===== config.mk =====
export PLATFORM = sky130hd
export DESIGN_NAME = bb3_queue
export DESIGN_NICKNAME = d
export VERILOG_FILES = /design/src/hw/rtl/bb3_pkg.sv /design/src/hw/rtl/bb3_queue.sv
export SDC_FILE = /design/constraint.sdc
export NUM_CORES = 1
export LEC_CHECK = 0
export BUFFER_PORTS_ARGS = -buffer_cell sky130_fd_sc_hd__buf_2
export CAP_MARGIN = 20
export CORE_ASPECT_RATIO = 0.5
export CORE_MARGIN = 5
export CORE_UTILIZATION = 35
export DETAILED_ROUTE_END_ITERATION = 10
export MAX_ROUTING_LAYER = met4
export PLACE_DENSITY = 0.65
export SLEW_MARGIN = 20
export SYNTH_ARGS = -nofsm -noshare
export SYNTH_HDL_FRONTEND = slang
export SYNTH_SLANG_ARGS = --single-unit

===== constraint.sdc =====
create_clock -name clk -period 6 [get_ports clk]
set_input_delay 1.2 -clock clk [delete_from_list [all_inputs] [get_ports clk]]
set_output_delay 1.2 -clock clk [all_outputs]
set_load 0.05 [all_outputs]

===== src/hw/rtl/bb3_pkg.sv =====
package bb3_pkg;

    localparam logic [1:0] REG_WIDTH  = 2'd0;
    localparam logic [1:0] REG_HEIGHT = 2'd1;

    // floor(x / 9) == (x * DIV9_MUL) >> 16 for every x below 2296
    localparam logic [12:0] DIV9_MUL = 13'd7282;

    localparam int NUM_KINDS = 4;
    localparam int NUM_CH    = 4;

    typedef logic [11:0] sum_t;

    typedef struct packed {
        sum_t [NUM_KINDS-1:0][NUM_CH-1:0] sums;
        logic [11:0]                      row;
        logic [10:0]                      col;
        logic [NUM_KINDS-1:0]             kinds;
        logic                             frame_end;
    } job_t;

endpackage


===== src/hw/rtl/bb3_queue.sv =====
module bb3_queue (
    input  logic          clk,
    input  logic          rst_n,
    input  logic          push,
    input  bb3_pkg::job_t push_job,
    output logic          full,
    input  logic          pop,
    output logic          head_valid,
    output bb3_pkg::job_t head_job
);

    bb3_pkg::job_t slot_reg [4];
    logic [1:0] head_reg;
    logic [1:0] tail_reg;
    logic [2:0] count_reg;

    assign full       = (count_reg == 3'd4);
    assign head_valid = (count_reg != 3'd0);
    assign head_job   = slot_reg[head_reg];

    always_ff @(posedge clk or negedge rst_n)
    begin
        if (!rst_n)
        begin
            head_reg  <= '0;
            tail_reg  <= '0;
            count_reg <= '0;
        end
        else
        begin
            if (push)
            begin
                tail_reg <= tail_reg + 2'd1;
            end
            if (pop)
            begin
                head_reg <= head_reg + 2'd1;
            end
            unique case ({push, pop})
                2'b10:   count_reg <= count_reg + 3'd1;
                2'b01:   count_reg <= count_reg - 3'd1;
                default: count_reg <= count_reg;
            endcase
        end
    end

    always_ff @(posedge clk)
    begin
        if (push)
        begin
            slot_reg[tail_reg] <= push_job;
        end
    end

endmodule


==> results.toml <==
[sta]
period_minus_slack_ns = 4.22
setup_viol = 0
tightest_slew_ns = 1.04
final.setup_skew_ns = 0.0210
rsz0062_at_grt = "no"
hold_slack_ns = 0.397
slew_violations = 0
setup_tns_ns = 0
finalCritPeriodShare = 0.703
slew_headroom = 0.304
hold_violations = 0
max_freq_mhz = 237

[clock_network]
cts_setup_buffers = 0
ctsResizeCount = 0
clock-sinks = 887
cts_made_buffers = 79
cts.clk_slew.worst_paths_ns = 0.06
clk_latency_ns = 0.65
cts.path.max_buffers = 3
root_buffer = "clkbuf_16"
cts_hold_buf = 0
cts_max_level = 3
cts_tree = "yes"

[global_route]
grt_first_pass_wirelength_um = 102000
gr-total-overflow = 0
grt_pass1_vias = 14700
grt.total_usage = 0.145
antenna_found_initial = 29
grt_max_degree = 122

[layout]
drive_above_1_share = 0.468
largest_register_ffs = 880
fin_nets = 1910
seq_area_um2 = 26600
final_cell_mix = "edfxtp_1, buf_2, mux4_2"
multi_input_area_um2 = 5160
fillCellCount = 7753
area_delta_synth_final_pct = 20.2
mostFrequentLayoutCell = "edfxtp_1"
stdcell_count = 2995

[logic_synthesis]
synth-xor-area-share = 0.00163
synth_seq_area_share = 0.827
synth_top_family_by_area = "multiplexers"
ys_ff_latch = 887
synth_mux_area_frac = 0.154
synth_area_per_cell_um2 = 27.1
syn_area_um2 = 32200
synth-simple-area-share = 0.00152
synth_nets = 1416
synth_compound_area_frac = 0.000156
postSynthCellCount = 1186
yosysUniqueCellTypes = 18
synthAdderAreaFrac = 0.00257
synth_warnings = 0

[power]
switchingPower_mw = 8.71
power.internal_mw = 13.6
p_seq_frac = 0.380
clockPowerShare = 0.241
powerDensity_nw_per_um2 = 577
comb_power_share = 0.379
p_sw_frac = 0.391
ir_drop_uv = 394
leakagePower_nw = 12.9

[critical_path]
critical_path_class = "flop to output pin"
r2r_start = "tail_reg[0]$_DFFE_PN0P_"
start_kind = "flop"
worstPathRequired_ns = 4.80
cp-end-kind = "output pin"
critPathArrivalTime_ns = 3.02
startpoint = "head_reg[0]$_DFFE_PN0P_"
critPathMaxFanout = 51

[routing]
wl_um = 70400
vias = 14200
post-route-drc-count = 0
vias_per_cell = 4.76
drtAntennaViolNets = 0
dr.pass1.iters = 4
wire_per_inst_um = 23.5
dr.first_iter.drc_count = 1017

[place]
dpl.cell_count = 2839
dp_hpwl_um = 43500
io_buffers = 445
gp_congestion = 0.740

[die]
core_um2 = 90900
die_w_um = 439
num_rows = 78
initial_core_util = 0.354
io_pins = 446
design.die.area_um2 = 98400
die_h_um = 224

[worst_hold_path]
hold_class = "input port to async pin"

[run_status]
status = "completed"

[run]
maxCapViolCount = 0
[cells in the mapped netlist]
cell      count  share of area
inv_1         6        0.00070
fa_1          1        0.00062
mux2i_1       1        0.00031
dfrtp_1       7         0.0054
mux4_2      220           0.15
buf_2        25         0.0039
o21ai_0       1        0.00016
nor2_1        1        0.00012
nand2_1       2        0.00023
ha_1          5         0.0019
xnor2_1       2        0.00054
and2_1        4        0.00078
clkbuf_1      4        0.00047
buf_6        21         0.0074
or3_1         1        0.00019
xor2_1        4         0.0011
and3_1        1        0.00019
edfxtp_1    880           0.82
[critical path, stage by stage, from the launching register on]
cell     delay (ns)
dfrtp_4        1.01
buf_12         0.43
mux4_2         0.57
buf_2          0.23
[power groups by stage]
stage	sequential, mW	combinational [mW]	clock [mW]
floorplan	8.49	6.66	0
global placement	8.56	8.64	0
detailed placement	8.62	8.63	0
CTS	8.49	8.64	5.52
global route	8.57	8.79	5.81
finish	8.47	8.45	5.37
[cells by family (layout without fill, tap and decap cells)]
group / Yosys count / in the layout
adders and majority gates: 6 / 6
other: 0 / 10
and+or+nand+nor: 9 / 9
xor gates and xnor gates: 6 / 6
muxes: 221 / 221
buffers and inverters: 56 / 615
AOI/OAI and AO/OA: 1 / 1
DFF: 887 / 887
[through the flow]
stage	area (um^2)	util	power [mW]	setup WS, ns
after floorplan	32200	-	15.1	1.67
after global placement	35900	0.395	17.2	2.39
after detailed placement	35900	0.395	17.3	2.38
after CTS	38600	0.425	22.7	1.66
after global routing	38600	0.425	23.2	1.52
final	38700	0.425	22.3	1.78
[routing by layer]
metal	share of wire	global-route usage	wire [um]	up-vias
met4	0.039	0.0602	2730	0
met2	0.56	0.258	39700	314
met1	0.36	0.160	25400	7623
met5	0	-	0	-
met3	0.037	0.0284	2570	141
li1	-	-	-	6171
[final cells by class]
| cell class | instances | share of cell area |
|---|---|---|
| antenna | 10 | 0.000647 |
| clock buffer | 94 | 0.0531 |
| clock inverter | 52 | 0.0182 |
| inverter | 6 | 0.000583 |
| multi-input combinational | 243 | 0.134 |
| sequential | 887 | 0.688 |
| tap | 1240 | 0.0401 |
| timing repair buffer | 463 | 0.0653 |
[path summary, 6_finish.rpt]
path	to	slack (ns)	cells past startpoint
worst max-delay path	head_job[92]	1.78	3
worst min register to register	count_reg[0]$_DFFE_PN0P_	0.50	1
worst min-delay path	head_reg[1]$_DFFE_PN0P_	0.40	1
min in group clk	count_reg[0]$_DFFE_PN0P_	0.50	1
max in group asynchronous	head_reg[0]$_DFFE_PN0P_	5.42	1
worst max register to register	slot_reg[0][36]$_DFFE_PP_	3.44	4
Power figures use the tool's default switching activity.
