**src/hw/rtl/bb3_pkg.sv**
```systemverilog
package bb3_pkg;

    localparam logic [1:0] REG_WIDTH  = 2'd0;
    localparam logic [1:0] REG_HEIGHT = 2'd1;

    // floor(x / 9) == (x * DIV9_MUL) >> 16 for every x below 2296
    localparam logic [12:0] DIV9_MUL = 13'd7282;

    localparam int NUM_KINDS = 4;
    localparam int NUM_CH    = 4;

    typedef logic [11:0] sum_t;

    typedef struct packed {
        sum_t [NUM_KINDS-1:0][NUM_CH-1:0] sums;
        logic [11:0]                      row;
        logic [10:0]                      col;
        logic [NUM_KINDS-1:0]             kinds;
        logic                             frame_end;
    } job_t;

endpackage

```
**src/hw/rtl/bb3_back.sv**
```systemverilog
module bb3_back (
    input  logic          clk,
    input  logic          rst_n,
    input  logic          head_valid,
    input  bb3_pkg::job_t head_job,
    output logic          pop,
    output logic          out_valid,
    input  logic          out_stall,
    output logic [7:0]    out_red,
    output logic [7:0]    out_green,
    output logic [7:0]    out_blue,
    output logic [7:0]    out_alpha,
    output logic [11:0]   out_row,
    output logic [10:0]   out_col,
    output logic          run_last,
    output logic          frame_done
);

    logic [3:0]  done_reg;
    logic        out_valid_reg;
    logic [3:0][7:0] chan_reg;
    logic [11:0] row_reg;
    logic [10:0] col_reg;
    logic        run_last_reg;
    logic        frame_done_reg;

    logic [3:0]  pending;
    logic [3:0]  sel;
    logic [1:0]  kind;
    logic        is_last;
    logic        load;
    logic [3:0][24:0] prod;

    assign pending = head_job.kinds & ~done_reg;
    assign sel     = pending & (~pending + 4'd1);
    assign is_last = ((pending & ~sel) == 4'd0);
    assign load    = head_valid && (!out_valid_reg || !out_stall);
    assign pop     = load && is_last;

    always_comb
    begin
        priority case (1'b1)
            sel[0]:  kind = 2'd0;
            sel[1]:  kind = 2'd1;
            sel[2]:  kind = 2'd2;
            default: kind = 2'd3;
        endcase
        for (int ch = 0; ch < 4; ch++)
        begin
            prod[ch] = 25'(head_job.sums[kind][ch]) * 25'(bb3_pkg::DIV9_MUL);
        end
    end

    always_ff @(posedge clk or negedge rst_n)
    begin
        if (!rst_n)
        begin
            done_reg      <= '0;
            out_valid_reg <= 1'b0;
        end
        else
        begin
            if (load)
            begin
                out_valid_reg <= 1'b1;
                done_reg      <= is_last ? 4'd0 : (done_reg | sel);
            end
            else if (!out_stall)
            begin
                out_valid_reg <= 1'b0;
            end
        end
    end

    always_ff @(posedge clk)
    begin
        if (load)
        begin
            for (int ch = 0; ch < 4; ch++)
            begin
                chan_reg[ch] <= prod[ch][23:16];
            end
            // upper-row results sit one row up, left results one column left
            row_reg        <= kind[1] ? head_job.row : head_job.row - 12'd1;
            col_reg        <= kind[0] ? head_job.col : head_job.col - 11'd1;
            run_last_reg   <= is_last;
            frame_done_reg <= is_last && head_job.frame_end;
        end
    end

    assign out_valid  = out_valid_reg;
    assign out_red    = chan_reg[0];
    assign out_green  = chan_reg[1];
    assign out_blue   = chan_reg[2];
    assign out_alpha  = chan_reg[3];
    assign out_row    = row_reg;
    assign out_col    = col_reg;
    assign run_last   = run_last_reg;
    assign frame_done = frame_done_reg;

endmodule

```
**config.mk**
```make
export PLATFORM = sky130hd
export DESIGN_NAME = bb3_back
export DESIGN_NICKNAME = d
export VERILOG_FILES = /design/src/hw/rtl/bb3_pkg.sv /design/src/hw/rtl/bb3_back.sv
export SDC_FILE = /design/constraint.sdc
export NUM_CORES = 1
export LEC_CHECK = 0
export BUFFER_PORTS_ARGS = -buffer_cell sky130_fd_sc_hd__buf_2
export CAP_MARGIN = 5
export CORE_ASPECT_RATIO = 0.6
export CORE_MARGIN = 2
export CORE_UTILIZATION = 61
export DETAILED_ROUTE_END_ITERATION = 10
export GPL_TIMING_DRIVEN = 1
export PLACE_DENSITY = 0.86
export REMOVE_ABC_BUFFERS = 1
export SLEW_MARGIN = 20
export SYNTH_ARGS = -nofsm -noshare
export SYNTH_HDL_FRONTEND = slang
export SYNTH_SLANG_ARGS = --single-unit
```
**constraint.sdc**
```tcl
create_clock -name clk -period 21.9 [get_ports clk]
set_clock_uncertainty 0.1 [all_clocks]
set_input_delay 3.285 -clock clk [delete_from_list [all_inputs] [get_ports clk]]
set_output_delay 3.285 -clock clk [all_outputs]
set_load 0.05 [all_outputs]
```
==> results_dict.tcl, run 1 <==
set metrics [dict create \
    status "complete, no violations" \
    synthTopCellsByArea "ha_1, fa_1, edfxtp_1, inv_1, nand2_1" \
    fin_nets 2117 \
    largest_reg_flops 12 \
    ys_seq_area_frac 0.157 \
    fin_hold_ws_ns 0.438 \
    viasPerCell 5.63 \
    synth.ff_latch_count 62 \
    num_rows 39 \
    worstPathArrival_ns 9.74 \
    mostFrequentLayoutCells "buf_2, ha_1, inv_1" \
    grt_pass1_wl_mm 51.5 \
    ys_warn_count 0 \
    grt-ovfl-total 0 \
    areaGrowthSynthToFinish_pct 16.6 \
    post-route-drc-count 0 \
    critPathCaptureType "flip-flop" \
    maxCapViolCount 0 \
    cts.clk_slew.worst_paths_ns 0.06 \
    synth_flop_cell "edfxtp_1" \
    start_util 0.619 \
    insertion_delay_ns 0.35 \
    htree_levels 3 \
    drive_gt1_frac 0.216 \
    routed_wl_mm 32.7 \
    maxSlewHeadroom 0.301 \
    avgRoutedWirePerCell_um 18.6 \
    yosys.area.top_type "ha_1" \
    place_inst 1745 \
    maxSlewViolCount 0 \
    ant_nets 0 \
    cts_hold_buf 0 \
    synth_edf_count 57 \
    synthCells 1239 \
    tightest_slew_ns 1.04 \
    crit_fanout 31 \
    wl_met1_mm 14.9 \
    drt-initial-drc-count 673 \
    syn_area_um2 11700 \
    post_cts_buffers 0 \
    setup_tns_ns 0 \
    place_congestion 0.986 \
    clock.fmax_ghz 0.103 \
    die_area_um2 20400 \
    grtUsageTotal 0.330 \
    die_h_um 111 \
    synth_top_area_frac 0.287 \
    dr_wl_met2_mm 13.8 \
    pre_cts_slack_ns 11.54 \
    ioPinCount 283 \
    hold_path.class "reg -> reg" \
    path_class "in -> reg" \
    avgSynthCellArea_um2 9.46 \
    async_reset_ff_frac 0.0806 \
    fin_crit_sh 0.445 \
    setup_violations 0 \
    dieWidth_um 183 \
    min_period_ns 9.75 \
    grt_pass1_vias 10082 \
    mostFrequentLayoutCell "buf_2" \
    dp_hpwl_mm 27.4 \
    finalNonFillerCells 1760 \
    critPathLaunchType "input port" \
    synthDistinctLibCells 66 \
    grt_max_degree 62 \
    portBuffers 282 \
    highest_layer "met4" \
    fillers 1398 \
    cts_tree "built" \
    worst_slack_ns 12.15 \
    diodes 0 \
    vias 9915 \
    cts_buffers 9 \
    wl_met3_mm 3.45 \
    ctsResizeCount 0 \
    crit_required_ns 21.89 \
    antenna_found_initial 0 \
    core_area_um2 18900 \
    drt-pass1-iter-count 4 \
    clock_path_buffers 2 \
    root_buffer "clkbuf_16" \
    hold_viol 0 \
    rsz0062_at_grt "false" \
    clock-sinks 62 \
]
synth_stat cells, types with 16 or more instances:
| master | number |
|---|---|
| fa_1 | 114 |
| a21oi_1 | 54 |
| mux2i_1 | 23 |
| edfxtp_1 | 57 |
| o21ai_0 | 32 |
| xnor2_1 | 43 |
| a21o_1 | 16 |
| inv_1 | 211 |
| nand2_1 | 129 |
| nor2_1 | 63 |
| xor2_1 | 23 |
| nor3_1 | 21 |
| ha_1 | 269 |
| a31oi_1 | 28 |
per-stage QoR:
stage,utilization,instance area [µm²]
floorplan,-,11600
global placement,0.708,13400
detailed placement,0.708,13400
CTS,0.722,13700
global route,0.722,13700
finish,0.722,13700
worst paths after layout:
path	depth (start not counted)	end	start	slack, ns
hold / removal	1	done_reg[3]	done_reg[3]	0.44
min in group asynchronous	1	done_reg[1]	rst_n	2.64
setup reg to reg	22	out_blue[7]	done_reg[2]	14.73
setup / recovery	22	out_alpha[7]	head_job[1]	12.15
hold reg to reg	1	done_reg[3]	done_reg[3]	0.44
max in group asynchronous	1	done_reg[0]	rst_n	18.93
worst max-delay path, cell delays in order:
cell      delay, ns
buf_2          0.11
nor2b_4        0.51
buf_4          0.43
nor2_2         0.19
a211oi_2       0.57
fa_1           0.56
ha_1           0.33
inv_1          0.06
fa_1           0.53
inv_1          0.06
fa_1           0.52
inv_1          0.05
fa_1           0.54
inv_1          0.06
ha_1           0.30
a21o_1         0.18
a21oi_1        0.13
nor2b_1        0.08
o41ai_1        0.49
a311oi_2       0.25
a311oi_1       0.37
xnor2_1        0.12
layer usage:
metal / up-vias / track usage
met3: 44 / 0.105
met2: 462 / 0.489
met5: - / 0
li1: 4738 / -
met4: 0 / 0.0816
met1: 4671 / 0.470
kinds of logic (layout without fill, tap and decap cells):
logic type,count (synthesis),after routing,share of synthesized area
muxes,24,24,0.0206
AOI/OAI and AO/OA,186,186,0.106
DFF,62,62,0.157
buffers and inverters,240,515,0.0783
xor gates and xnor gates,66,66,0.0493
and+or+nand+nor,278,278,0.108
adders and majority gates,383,383,0.482
area by class of cell:
| class | instances | area [µm²] | share of cell area |
|---|---|---|---|
| inverters | 211 | 792 | 0.0579 |
| repair buffers | 289 | 1460 | 0.107 |
| well taps | 246 | 308 | 0.0225 |
| clock inverters | 5 | 36.3 | 0.00265 |
| multi-input cells | 937 | 9000 | 0.659 |
| flip-flops and latches | 62 | 1840 | 0.134 |
| clock buffers | 10 | 229 | 0.0168 |
Power of run 1 is left out: the tool's default activity adds up to more than one toggle a clock period on the data nets, which glitch-free logic cannot reach.
==> run 2, diff against run 1 <==
Settings changed: CORE_UTILIZATION 61 to 56, PLACE_DENSITY 0.86 to 0.8.
Clock period 21.9 ns to 9.1 ns, I/O delays scaled along.
==> results_dict.tcl, run 2 (synthesis gave the netlist of run 1 again) <==
set metrics [dict create \
    die_h_um 116 \
    grt-ovfl-total 0 \
    status "complete, no violations" \
    maxCapViolCount 0 \
    ctsResizeCount 0 \
    cts_tree "built" \
    setup_tns_ns 0 \
    post-route-drc-count 0 \
    htree_levels 3 \
    grt_pass1_vias 10107 \
    critPathCaptureType "flip-flop" \
    mostFrequentLayoutCells "buf_2, ha_1, inv_1" \
    clock_path_buffers 2 \
    dp_hpwl_mm 27.7 \
    critPathLaunchType "input port" \
    cts_buffers 9 \
    fin_nets 2123 \
    drt-pass1-iter-count 5 \
    grtUsageTotal 0.307 \
    maxSlewHeadroom 0.316 \
    grt_pass1_wl_mm 51.6 \
    crit_required_ns 9.09 \
    ant_nets 0 \
    crit_fanout 24 \
    fin_crit_sh 0.873 \
    cts.clk_slew.worst_paths_ns 0.07 \
    grt_max_degree 62 \
    diodes 0 \
    tightest_slew_ns 1.02 \
    start_util 0.578 \
    path_class "in -> reg" \
    vias 9967 \
    fin_area_um2 13800 \
    clock-sinks 62 \
    num_rows 40 \
    clock.fmax_ghz 0.126 \
    portBuffers 282 \
    dieWidth_um 191 \
    setup_violations 0 \
    mostFrequentLayoutCell "buf_2" \
    hold_viol 0 \
    insertion_delay_ns 0.37 \
    antenna_found_initial 0 \
    rsz0062_at_grt "false" \
    cts_hold_buf 0 \
    dpl_cell_area_um2 13500 \
    drive_gt1_frac 0.220 \
    worstPathArrival_ns 7.93 \
    drt-initial-drc-count 596 \
    avgRoutedWirePerCell_um 18.2 \
    core_area_um2 20300 \
    min_period_ns 7.94 \
    ioPinCount 283 \
    routed_wl_mm 32.7 \
    die_area_um2 22100 \
    areaGrowthSynthToFinish_pct 17.5 \
    place_congestion 1.01 \
    largest_reg_flops 12 \
    hold_path.class "reg -> reg" \
    post_cts_buffers 0 \
    viasPerCell 5.56 \
    maxSlewViolCount 0 \
    root_buffer "clkbuf_16" \
]
## run 2: cell count changes in the layout (fill, tap and decap cells not counted)
cell        previous run  this run
and2b_2                0         1
and2b_4                1         0
buf_4                  7        13
bufinv_16              0         1
clkbuf_1               1         0
clkinvlp_4             2         3
## run 2: layout make-up
class	instances	area, µm²
fill	1611	6490
timing repair buffer	295	1510
clock buffer	9	225
inverter	211	792
multi-input combinational	937	9000
tap	273	342
sequential	62	1840
clock inverter	7	73.8
## run 2: worst paths after layout
check                             from  depth (start not counted)  slack (ns)            to
min                        done_reg[3]                          1        0.44   done_reg[3]
max in group asynchronous        rst_n                          1        7.97   done_reg[0]
min reg2reg                done_reg[3]                          1        0.44   done_reg[3]
max                        head_job[3]                         27        1.16  out_green[5]
max reg2reg                done_reg[2]                         26        1.79  out_green[5]
min in group asynchronous        rst_n                          1        0.73   done_reg[2]
## run 2: per-stage QoR
step,hold slack [ns],std cells,utilization,setup slack [ns]
6_report,0.442,1794,0.680,1.16
5_1_grt,0.473,1794,0.680,0.789
4_1_cts,0.446,1794,0.680,1.29
3_5_place_dp,0.435,1778,0.665,0.936
3_3_place_gp,0.419,1778,0.665,1.11
2_1_floorplan,0.376,1210,-,0.596
## run 2: per-layer routing
metal	up-vias	global-route usage	wire length, µm
li1	4754	-	-
met1	4744	0.429	14900
met2	434	0.475	14200
met3	35	0.0872	3140
met4	0	0.0718	520
met5	-	0	0
## run 2: worst max-delay path: stages
cell	delay (ns)
buf_2	0.17
and2b_2	0.55
buf_4	0.34
nand2_1	0.08
a21oi_1	0.14
a21oi_1	0.06
o21ai_0	0.54
xor2_1	0.27
ha_1	0.27
or2_2	0.30
ha_1	0.31
inv_1	0.06
fa_1	0.52
inv_1	0.06
fa_1	0.51
inv_1	0.05
fa_1	0.48
inv_1	0.04
ha_1	0.28
a21oi_1	0.21
nor2b_1	0.08
o21a_1	0.17
o21a_1	0.16
o21ai_0	0.27
nand2_1	0.19
o41ai_2	0.32
a211oi_1	0.13
Power of run 2 is left out for the same reason.
